==> config.mk <==
export PLATFORM = sky130hd
export DESIGN_NAME = lidar_sample_to_cartesian
export DESIGN_NICKNAME = d
export VERILOG_FILES = /design/src/design/lstc_pkg.sv /design/src/design/lidar_sample_to_cartesian.sv
export SDC_FILE = /design/constraint.sdc
export NUM_CORES = 2
export LEC_CHECK = 0
export ABC_AREA = 0
export BUFFER_PORTS_ARGS = -buffer_cell sky130_fd_sc_hd__clkbuf_2
export CAP_MARGIN = 30
export CORE_MARGIN = 5
export CORE_UTILIZATION = 55
export DETAILED_ROUTE_END_ITERATION = 10
export HOLD_SLACK_MARGIN = 0.15
export PLACE_DENSITY = 0.82
export SLEW_MARGIN = 0
export SYNTH_ARGS = -nofsm -noshare
export SYNTH_HDL_FRONTEND = slang
export SYNTH_SLANG_ARGS = --single-unit
==> constraint.sdc <==
create_clock -name clk -period 27 [get_ports clk]
set_input_delay 5.4 -clock clk [delete_from_list [all_inputs] [get_ports clk]]
set_output_delay 5.4 -clock clk [all_outputs]
set_load 0.02 [all_outputs]
==> src/design/lstc_pkg.sv <==
// lstc_pkg: constants, register indexes and rounding helper for the
// lidar sample to Cartesian converter. No dependencies.
`default_nettype none
package lstc_pkg;

    localparam int CFG_IDX_W = 3;
    localparam int CFG_DATA_W = 18;

    localparam logic [CFG_IDX_W-1:0] REG_ANGLE_START = 3'd0;
    localparam logic [CFG_IDX_W-1:0] REG_ANGLE_STEP  = 3'd1;
    localparam logic [CFG_IDX_W-1:0] REG_ANGLE_STOP  = 3'd2;
    localparam logic [CFG_IDX_W-1:0] REG_RANGE_MIN   = 3'd3;
    localparam logic [CFG_IDX_W-1:0] REG_RANGE_MAX   = 3'd4;
    localparam logic [CFG_IDX_W-1:0] REG_TILT_TOL    = 3'd5;

    // quarter-wave polynomial coefficients, Q15
    localparam logic signed [31:0] COEF_A = 32'sd51472;
    localparam logic signed [31:0] COEF_B = 32'sd21024;
    localparam logic signed [31:0] COEF_C = 32'sd2320;

    localparam logic signed [17:0] PAN_MAX = 18'sd131071;

    typedef logic signed [49:0] prod_t;

    // round half away from zero, then shift right
    function automatic prod_t round_haz(input prod_t v, input int unsigned sh);
        prod_t half;
        prod_t mag;
        half = prod_t'(1) <<< (sh - 1);
        if (v >= 0)
        begin
            return (v + half) >>> sh;
        end
        mag = ((-v) + half) >>> sh;
        return -mag;
    endfunction

endpackage
`default_nettype wire

==> src/design/lidar_sample_to_cartesian.sv <==
// lidar_sample_to_cartesian: converts range samples to x/y/z points with
// one shared multiplier under a small sequencer. Depends on lstc_pkg.
//
// Usage:
//   Input beats (in_valid/in_stall) carry one range sample each. The
//   running pan is reloaded from angle_start on first_of_scan and grows by
//   angle_step after every sample, saturating at 131071.
//   A rejected sample (tilt off target, pan past stop, pan outside the
//   front window, range outside limits) gives no output beat and leaves
//   the block ready, so rejected samples can follow back to back.
//   A kept sample takes four sines of 6 multiplies each plus 5 final
//   products, every multiply passing through the shared 32x18 multiplier
//   into prod_reg and then a write-back step. The HOLD state then loads the
//   output register (out_valid/out_stall). No new sample is taken until
//   the point has left the sequencer.
//   in_stall is high while a sample is in work. If the receiver stalls,
//   the finished point waits in the sequencer until the output register
//   frees, so nothing is lost.
//   Reset (rst_n low, async) clears the pan, sets the registers to their
//   defaults and empties the output. Configuration writes (wr_en,
//   wr_index, wr_data) are taken at any clock edge, no handshake.
`default_nettype none
module lidar_sample_to_cartesian #(
    parameter int ANGLE_BITS = 16
) (
    input  wire logic                                clk,
    input  wire logic                                rst_n,
    input  wire logic                                wr_en,
    input  wire logic [lstc_pkg::CFG_IDX_W-1:0]      wr_index,
    input  wire logic [lstc_pkg::CFG_DATA_W-1:0]     wr_data,
    input  wire logic                                in_valid,
    output logic                                     in_stall,
    input  wire logic                                first_of_scan,
    input  wire logic [15:0]                         range_mm,
    input  wire logic [15:0]                         intensity,
    input  wire logic [15:0]                         tilt,
    input  wire logic [15:0]                         target_tilt,
    output logic                                     out_valid,
    input  wire logic                                out_stall,
    output logic signed [16:0]                       x_mm,
    output logic signed [16:0]                       y_mm,
    output logic signed [16:0]                       z_mm,
    output logic [15:0]                              point_intensity
);

    localparam logic signed [31:0] TURN = 32'sd1 <<< ANGLE_BITS;
    localparam logic signed [31:0] QTR  = TURN >>> 2;
    localparam logic signed [31:0] HALF = TURN >>> 1;
    localparam logic signed [31:0] TQTR = (TURN >>> 2) * 3;
    localparam int DOWN = (ANGLE_BITS > 16) ? ANGLE_BITS - 16 : 0;
    localparam int UP   = (ANGLE_BITS < 16) ? 16 - ANGLE_BITS : 0;

    localparam logic [1:0] ST_IDLE = 2'd0;
    localparam logic [1:0] ST_SIN  = 2'd1;
    localparam logic [1:0] ST_FIN  = 2'd2;
    localparam logic [1:0] ST_HOLD = 2'd3;

    // configuration
    logic signed [16:0] angle_start_reg;
    logic [15:0]        angle_step_reg;
    logic signed [17:0] angle_stop_reg;
    logic [15:0]        range_min_reg;
    logic [15:0]        range_max_reg;
    logic [15:0]        tilt_tol_reg;

    always_ff @(posedge clk or negedge rst_n)
    begin
        if (!rst_n)
        begin
            angle_start_reg <= 17'sd0;
            angle_step_reg  <= 16'd182;
            angle_stop_reg  <= 18'sd65536;
            range_min_reg   <= 16'd10;
            range_max_reg   <= 16'd3000;
            tilt_tol_reg    <= 16'd182;
        end
        else if (wr_en)
        begin
            case (wr_index)
                lstc_pkg::REG_ANGLE_START: angle_start_reg <= wr_data[16:0];
                lstc_pkg::REG_ANGLE_STEP:  angle_step_reg  <= wr_data[15:0];
                lstc_pkg::REG_ANGLE_STOP:  angle_stop_reg  <= wr_data;
                lstc_pkg::REG_RANGE_MIN:   range_min_reg   <= wr_data[15:0];
                lstc_pkg::REG_RANGE_MAX:   range_max_reg   <= wr_data[15:0];
                lstc_pkg::REG_TILT_TOL:    tilt_tol_reg    <= wr_data[15:0];
                default: ;
            endcase
        end
    end

    // accept, tests and phases
    logic [1:0]         state_reg;
    logic signed [17:0] pan_accum_reg;
    logic signed [17:0] pan;
    logic signed [18:0] pan_sum;
    logic signed [17:0] pan_next;
    logic               accept;
    logic signed [16:0] tilt_diff;
    logic [16:0]        tilt_abs;
    logic               keep;
    logic signed [31:0] pan_w;
    logic signed [31:0] tilt_ang;
    logic [31:0]        pan_m;
    logic [31:0]        tilt_m;
    logic [15:0]        pan_ph;
    logic [15:0]        tilt_ph;

    assign in_stall = (state_reg != ST_IDLE);
    assign accept = in_valid && !in_stall;

    always_comb
    begin
        pan = first_of_scan ? 18'(angle_start_reg) : pan_accum_reg;
        pan_sum = 19'(pan) + 19'(signed'({1'b0, angle_step_reg}));
        pan_next = (pan_sum > 19'(lstc_pkg::PAN_MAX)) ? lstc_pkg::PAN_MAX : pan_sum[17:0];
        tilt_diff = signed'({1'b0, tilt}) - signed'({1'b0, target_tilt});
        tilt_abs = (tilt_diff < 0) ? 17'(-tilt_diff) : 17'(tilt_diff);
        pan_w = 32'(pan);
        keep = (tilt_abs <= {1'b0, tilt_tol_reg})
            && (pan < angle_stop_reg)
            && ((pan_w < QTR) || (pan_w > TQTR))
            && (range_mm > range_min_reg) && (range_mm < range_max_reg);
        tilt_ang = HALF - signed'({16'd0, tilt});
        pan_m = 32'(pan_w & (TURN - 32'sd1));
        tilt_m = 32'(tilt_ang & (TURN - 32'sd1));
        pan_ph = 16'((pan_m >> DOWN) << UP);
        tilt_ph = 16'((tilt_m >> DOWN) << UP);
    end

    always_ff @(posedge clk or negedge rst_n)
    begin
        if (!rst_n)
        begin
            pan_accum_reg <= 18'sd0;
        end
        else if (accept)
        begin
            pan_accum_reg <= pan_next;
        end
    end

    // sequencer and shared multiplier
    logic [15:0]        pp_reg;
    logic [15:0]        tp_reg;
    logic [15:0]        range_reg;
    logic [15:0]        inten_reg;
    logic [1:0]         sin_idx_reg;
    logic [2:0]         sub_reg;
    logic               half_reg;
    logic [14:0]        f_reg;
    logic               neg_reg;
    logic [14:0]        u2_reg;
    logic [14:0]        u3_reg;
    logic [14:0]        u5_reg;
    logic signed [32:0] acc_reg;
    logic signed [16:0] sin_reg [4];
    logic signed [31:0] t_reg;
    logic signed [16:0] xr_reg;
    logic signed [16:0] yr_reg;
    logic signed [16:0] zr_reg;
    logic signed [49:0] prod_reg;

    logic [15:0]        ph;
    logic [14:0]        f_comb;
    logic signed [31:0] mul_a;
    logic signed [17:0] mul_b;
    logic signed [49:0] mul_p;
    logic signed [32:0] v_sum;
    logic signed [32:0] v_pos;
    logic [16:0]        s_mag;
    logic signed [16:0] s_val;
    logic signed [49:0] rnd_x;
    logic signed [49:0] rnd_q30;
    logic               out_free;

    always_comb
    begin
        case (sin_idx_reg)
            2'd0: ph = pp_reg;
            2'd1: ph = pp_reg + 16'd16384;
            2'd2: ph = tp_reg;
            default: ph = tp_reg + 16'd16384;
        endcase
        f_comb = ph[14] ? 15'(15'd16384 - {1'b0, ph[13:0]}) : {1'b0, ph[13:0]};

        mul_a = 32'sd0;
        mul_b = 18'sd0;
        if (state_reg == ST_SIN)
        begin
            case (sub_reg)
                3'd0:
                begin
                    mul_a = 32'(signed'({1'b0, f_comb}));
                    mul_b = 18'(signed'({1'b0, f_comb}));
                end
                3'd1:
                begin
                    mul_a = 32'(signed'({1'b0, u2_reg}));
                    mul_b = 18'(signed'({1'b0, f_reg}));
                end
                3'd2:
                begin
                    mul_a = 32'(signed'({1'b0, u3_reg}));
                    mul_b = 18'(signed'({1'b0, u2_reg}));
                end
                3'd3:
                begin
                    mul_a = lstc_pkg::COEF_A;
                    mul_b = 18'(signed'({1'b0, f_reg}));
                end
                3'd4:
                begin
                    mul_a = lstc_pkg::COEF_B;
                    mul_b = 18'(signed'({1'b0, u3_reg}));
                end
                default:
                begin
                    mul_a = lstc_pkg::COEF_C;
                    mul_b = 18'(signed'({1'b0, u5_reg}));
                end
            endcase
        end
        else
        begin
            case (sub_reg)
                3'd0:
                begin
                    mul_a = 32'(sin_reg[0]);
                    mul_b = 18'(signed'({1'b0, range_reg}));
                end
                3'd1:
                begin
                    mul_a = 32'(sin_reg[1]);
                    mul_b = 18'(sin_reg[2]);
                end
                3'd3:
                begin
                    mul_a = 32'(sin_reg[3]);
                    mul_b = 18'(sin_reg[1]);
                end
                default:
                begin
                    mul_a = t_reg;
                    mul_b = 18'(signed'({1'b0, range_reg}));
                end
            endcase
        end
        mul_p = 50'(mul_a) * 50'(mul_b);

        // quarter sine finish: clamp at zero, round to Q15, apply quadrant sign
        v_sum = acc_reg + prod_reg[32:0];
        v_pos = (v_sum < 0) ? 33'sd0 : v_sum;
        s_mag = 17'((v_pos + 33'sd8192) >>> 14);
        s_val = neg_reg ? -signed'(s_mag) : signed'(s_mag);

        rnd_x = lstc_pkg::round_haz(-prod_reg, 15);
        rnd_q30 = lstc_pkg::round_haz(prod_reg, 30);
        out_free = !out_valid || !out_stall;
    end

    always_ff @(posedge clk or negedge rst_n)
    begin
        if (!rst_n)
        begin
            state_reg   <= ST_IDLE;
            sin_idx_reg <= 2'd0;
            sub_reg     <= 3'd0;
            half_reg    <= 1'b0;
            out_valid   <= 1'b0;
        end
        else
        begin
            if (state_reg == ST_HOLD && out_free)
            begin
                out_valid <= 1'b1;
            end
            else if (out_valid && !out_stall)
            begin
                out_valid <= 1'b0;
            end
            case (state_reg)
                ST_IDLE:
                begin
                    if (accept && keep)
                    begin
                        state_reg   <= ST_SIN;
                        sin_idx_reg <= 2'd0;
                        sub_reg     <= 3'd0;
                        half_reg    <= 1'b0;
                    end
                end
                ST_SIN:
                begin
                    half_reg <= !half_reg;
                    if (half_reg)
                    begin
                        if (sub_reg == 3'd5)
                        begin
                            sub_reg <= 3'd0;
                            if (sin_idx_reg == 2'd3)
                            begin
                                state_reg <= ST_FIN;
                            end
                            sin_idx_reg <= sin_idx_reg + 2'd1;
                        end
                        else
                        begin
                            sub_reg <= sub_reg + 3'd1;
                        end
                    end
                end
                ST_FIN:
                begin
                    half_reg <= !half_reg;
                    if (half_reg)
                    begin
                        if (sub_reg == 3'd4)
                        begin
                            state_reg <= ST_HOLD;
                        end
                        sub_reg <= sub_reg + 3'd1;
                    end
                end
                default:
                begin
                    if (out_free)
                    begin
                        state_reg <= ST_IDLE;
                    end
                end
            endcase
        end
    end

    // datapath registers
    always_ff @(posedge clk)
    begin
        if (accept)
        begin
            pp_reg    <= pan_ph;
            tp_reg    <= tilt_ph;
            range_reg <= range_mm;
            inten_reg <= intensity;
        end
        if ((state_reg == ST_SIN || state_reg == ST_FIN) && !half_reg)
        begin
            prod_reg <= mul_p;
            if (state_reg == ST_SIN && sub_reg == 3'd0)
            begin
                f_reg   <= f_comb;
                neg_reg <= ph[15];
            end
        end
        if (state_reg == ST_SIN && half_reg)
        begin
            case (sub_reg)
                3'd0: u2_reg <= prod_reg[28:14];
                3'd1: u3_reg <= prod_reg[28:14];
                3'd2: u5_reg <= prod_reg[28:14];
                3'd3: acc_reg <= prod_reg[32:0];
                3'd4: acc_reg <= acc_reg - prod_reg[32:0];
                default: sin_reg[sin_idx_reg] <= s_val;
            endcase
        end
        if (state_reg == ST_FIN && half_reg)
        begin
            case (sub_reg)
                3'd0: xr_reg <= rnd_x[16:0];
                3'd2: yr_reg <= rnd_q30[16:0];
                3'd4: zr_reg <= rnd_q30[16:0];
                default: t_reg <= prod_reg[31:0];
            endcase
        end
        if (state_reg == ST_HOLD && out_free)
        begin
            x_mm            <= xr_reg;
            y_mm            <= yr_reg;
            z_mm            <= zr_reg;
            point_intensity <= inten_reg;
        end
    end

endmodule
`default_nettype wire

Word level (Yosys, flattened, before mapping)
Memories as Yosys holds them, arrays and structs flattened.
Cells that the tools add are included.
{ "totals": {"output_inout_bits": 69, "mem_count": 1, "inputBits": 91, "ff_bits": 484, "wordCells": 185, "ramBits": 68} }
{ "op_classes": {"reduce_logical": 53, "eq_ne": 22, "addsub": 21, "order_cmp": 11, "mux": 44, "multipliers": 1, "bitwise": 1} }
{ "memory_table": {"columns": ["name", "words", "width", "rd", "rd_ports_with_merged_regs", "wr", "line_no", "rtl"], "rows": [
  ["sin_reg", 4, 17, 4, 0, 1, "lidar_sample_to_cartesian.sv:156", "logic signed [16:0] sin_reg [4];"]
]} }
{ "ops": {"columns": ["operator", "count"], "rows": [
  ["$mux 17", 6],
  ["$ge 50x1->1 const B", 2],
  ["$pmux 32 s3", 1],
  ["$add 47x31->47 const B", 2],
  ["$pmux 16 s5", 1],
  ["$neg 17->17", 4],
  ["$pmux 33 s2", 1],
  ["$add 32x16->32 const B", 2],
  ["$pmux 15 s4", 1],
  ["$mux 18", 3],
  ["$mul 32x18->50", 1],
  ["$neg 50->50", 1],
  ["$pmux 16 s3", 1],
  ["$pmux 18 s2", 1],
  ["$add 33x33->33", 1],
  ["$lt 33x1->1 const B", 1],
  ["$sub 33x33->33", 1],
  ["$add 16x15->16 const B", 2],
  ["$mux 32", 1],
  ["$neg 32->32", 1],
  ["$reduce_and 2->1", 16],
  ["$add 31x15->31 const B", 1],
  ["$mux 31", 1],
  ["$mux 2", 10],
  ["other kinds (41)", 91]
]} }

Logic depth before layout (Yosys ltp)
{ "depth": {"ltp_word": 11, "ltp_mapped": 41, "depth_no_buf": 38} }

Worst setup path before layout
OpenSTA, ideal clock, no wires.
{ "synth_path": {"path_type": "input -> register", "start": "input out_stall", "end": "register point_intensity[0] (enable)", "setup_slack_ns": 16.150, "setup_time_ns": 0.594, "required_time_ns": 26.406, "arrival_ns": 10.255, "stages": 1, "path_buffers": 0, "cell_sequence": "a21boi_0"} }
{ "synth_via": {"elab_chain_len": 3} }
{ "synth_rtl": {"columns": ["item", "line_no", "rtl"], "rows": [
  ["start: declaration", "lidar_sample_to_cartesian.sv:39", "input wire logic out_stall,"],
  ["$logic_not 1->1", "lidar_sample_to_cartesian.sv:258", "out_free = !out_valid || !out_stall;"],
  ["$logic_or 1x1->1", "lidar_sample_to_cartesian.sv:258", null],
  ["$logic_and 1x1->1", "lidar_sample_to_cartesian.sv:374", "if (state_reg == ST_HOLD && out_free)"],
  ["end signal: assignment", "lidar_sample_to_cartesian.sv:379", "point_intensity <= inten_reg;"],
  ["end: declaration", "lidar_sample_to_cartesian.sv:43", "output logic [15:0] point_intensity"]
]} }
No other way between the ends.
A chain may end at the register's enable or synchronous reset.

Worst setup path in the final report
{ "layout_path": {"start": "register sin_idx_reg[0]", "end": "register prod_reg[43] (data pin)"} }
{ "layout_via": {"elab_chain_len": 7, "word_cells_on_any_way": 11, "cone_classes": "1 x add/sub; 1 x mul; 2 x eq/ne; 6 x mux; 1 x reduce/logical"} }
{ "layout_rtl": {"columns": ["item", "line_no", "rtl"], "rows": [
  ["start: declaration", "lidar_sample_to_cartesian.sv:147", "logic [1:0] sin_idx_reg;"],
  ["start signal: assignment", "lidar_sample_to_cartesian.sv:304", "sin_idx_reg <= sin_idx_reg + 2'd1;"],
  ["$eq 2x2->1 (tied with other cells)", "lidar_sample_to_cartesian.sv:178", "case (sin_idx_reg)"],
  ["$pmux 16 s3 (*)", "lidar_sample_to_cartesian.sv:178", null],
  ["$sub 15x14->15", "lidar_sample_to_cartesian.sv:184", "f_comb = ph[14] ? 15'(15'd16384 - {1'b0, ph[13:0]}) : {1'b0, ph[13:0]};"],
  ["$mux 15 (*)", "lidar_sample_to_cartesian.sv:184", null],
  ["net f_comb[10]", "lidar_sample_to_cartesian.sv:164", "logic [14:0] f_comb;"],
  ["$pmux 16 s5 / $pmux 15 s4 (equally long branches)", "lidar_sample_to_cartesian.sv:190", "case (sub_reg)"],
  ["$mux 32 / $mux 18 (equally long branches)", "lidar_sample_to_cartesian.sv:188", "if (state_reg == ST_SIN)"],
  ["$mul 32x18->50 (*)", "lidar_sample_to_cartesian.sv:248", "mul_p = 50'(mul_a) * 50'(mul_b);"],
  ["net mul_p[43]", "lidar_sample_to_cartesian.sv:167", "logic signed [49:0] mul_p;"],
  ["end signal: assignment", "lidar_sample_to_cartesian.sv:347", "prod_reg <= mul_p;"],
  ["end: declaration", "lidar_sample_to_cartesian.sv:161", "logic signed [49:0] prod_reg;"]
]} }
The timed path passes the listed nets; every way through them passes the cells marked *.

==> flow_summary.toml <==
[global_routing]
overflow = 0
grt_pass1_wl_um = 220000
groute.usage.overall = 0.270
grt_pass1_vias = 41000
antenna_found_initial = 6
grt_max_degree = 83

[yosys]
yosysWarnings = 0
synth_top_area_frac = 0.246
synthCells = 5342
yosys.cell_count.top_type = "inv_1"
netlist_area_um2 = 52100
synth_common_cells = "inv_1, fa_1, nand2_1, edfxtp_1, nor2_1"
synth_adder_area_share = 0.288
synthSimpleGateAreaFrac = 0.145
synthMuxAreaShare = 0.0240
synth_edf_count = 426
yosysSeqAreaShare = 0.307
synth_top_family_by_area = "adder cells"
async_flop_share = 0.228
synth-compound-area-share = 0.109
avgSynthCellArea_um2 = 9.74
syn-num-nets = 6299
synth-xor-area-share = 0.0481
synth.top_cells.by_area = "edfxtp_1, fa_1, ha_1, inv_1, dfrtp_1"
ys_ff_latch = 552
yosysTopAreaCell = "edfxtp_1"
ys_types = 95
synth-main-ff-cell = "edfxtp_1"

[routing]
vias = 39900
viasPerCell = 5.93
wl_per_cell_um = 20.7
wl_um = 140000
ant_nets = 0
drtIter0Drc = 4015
drc_errors = 0
dr.pass1.iters = 8

[min_path]
holdCritPathClass = "reg2reg"

[floorplanning]
start_util = 0.556
rows = 112
die_h_um = 318
die_x_um = 318
dieArea_um2 = 101000
coreArea_um2 = 93600
io_pins = 160

[timing]
fmax_ghz = 0.0895
whs_ps = 412
slew_violations = 0
fin_crit_ps = 11170
fin_crit_sh = 0.414
clock-skew-final_ps = 73.0
setup_viol_count_final = 0
worstMarginPinSlew_ps = 1160
rsz0062_at_grt = "no"
tns_ps = 0
relSlewSlack = 0.224
final_hold_viol_count = 0

[critical_path]
critical_path.slowest_cell = "o41ai_1"
cp-start-kind = "flop"
path_max_fanout = 32
path_class = "reg2reg"
critPathRequiredTime_ps = 27390
cp_slowest_stage_delay_ps = 770
end_kind = "flop"
cp.arrival_ps = 11560

[final_layout]
area_delta_synth_final_pct = 8.53
fill_cells = 7479
fin_nets = 6391
drive_gt1_frac = 0.0986
largest_reg_flops = 68

[clock_network]
cts.sinks = 552
clk_latency_ps = 680
clock_path_buffers = 3
cts_resized = 0
htree_levels = 2
cts_hold_buf = 0
clk_pin_slew_ps = 70
cts_made_buffers = 56
cts_setup_buffers = 0
cts_tree = "built"
cts_root_buf = "clkbuf_16"

[status]
status = "completed"

[place]
gp_congestion = 0.972
port_buffers = 159
hpwl_um = 106000

[run]
drv_cap = 0
-- area by class of cell --
type,count,area (um^2),area share
multi-input combinational,3698,32200,0.569
clock buffer,67,1450,0.0257
inverter,866,3250,0.0575
tap,1254,1570,0.0278
clock inverter,34,448,0.00793
timing repair buffer,260,1640,0.0290
antenna,2,5.00,0.0000886
sequential,552,16000,0.283
-- routing by layer --
layer	up-vias	track usage	routed length (um)
li1	17900	-	-
met1	19500	0.354	53300
met2	2077	0.439	64900
met3	433	0.0617	14700
met4	2	0.110	6660
met5	-	0	10
-- layout by cell type, fill, tap and decap left out, drive strengths merged, types with 176 or more instances in the layout --
cell type / instances
a21oi: 176
clkbuf: 228
edfxtp: 426
fa: 556
ha: 310
inv: 868
nand2: 545
nor2: 404
o21ai: 221
xnor2: 212
-- final timing paths --
kind | startpoint | end | slack (ps) | cells after the start
max in group asynchronous | rst_n | tilt_tol_reg[10] | 21280 | 3
worst max-delay path | sin_idx_reg[0] | prod_reg[43] | 15830 | 37
min in group asynchronous | rst_n | angle_start_reg[3] | 4510 | 1
worst max register to register | sin_idx_reg[0] | prod_reg[43] | 15830 | 37
worst min register to register | inten_reg[5] | point_intensity[5] | 410 | 0
worst min-delay path | inten_reg[5] | point_intensity[5] | 410 | 0
-- cell families after synthesis --
family,count (synthesis)
and+or+nand+nor,1576
buffers and inverters,1092
xor gates and xnor gates,285
DFF,552
muxes,113
adders and majority gates,866
AOI/OAI and AO/OA,858
-- critical path, delay by kind of cell (launching register included) --
kind,cells,cell delay (ps)
adder cells (fa/ha/maj),9,4020
AND/OR/NAND/NOR,8,1940
buffers and inverters,7,820
flip-flops,1,450
XOR/XNOR,2,310
AO/OA/AOI/OAI,11,3360
-- metrics by stage --
step | setup slack (ps) | std cells | util | cell area [um^2]
4_1_cts | 16120 | 6725 | 0.602 | 56400
3_3_place_gp | 15730 | 6619 | 0.581 | 54400
2_1_floorplan | 16150 | 5342 | - | 52100
6_report | 15830 | 6733 | 0.603 | 56500
3_5_place_dp | 15470 | 6624 | 0.582 | 54500
5_1_grt | 15250 | 6731 | 0.603 | 56500
Power is left out: the tool's default activity adds up to more than one toggle a clock period on the data nets, which glitch-free logic cannot reach.
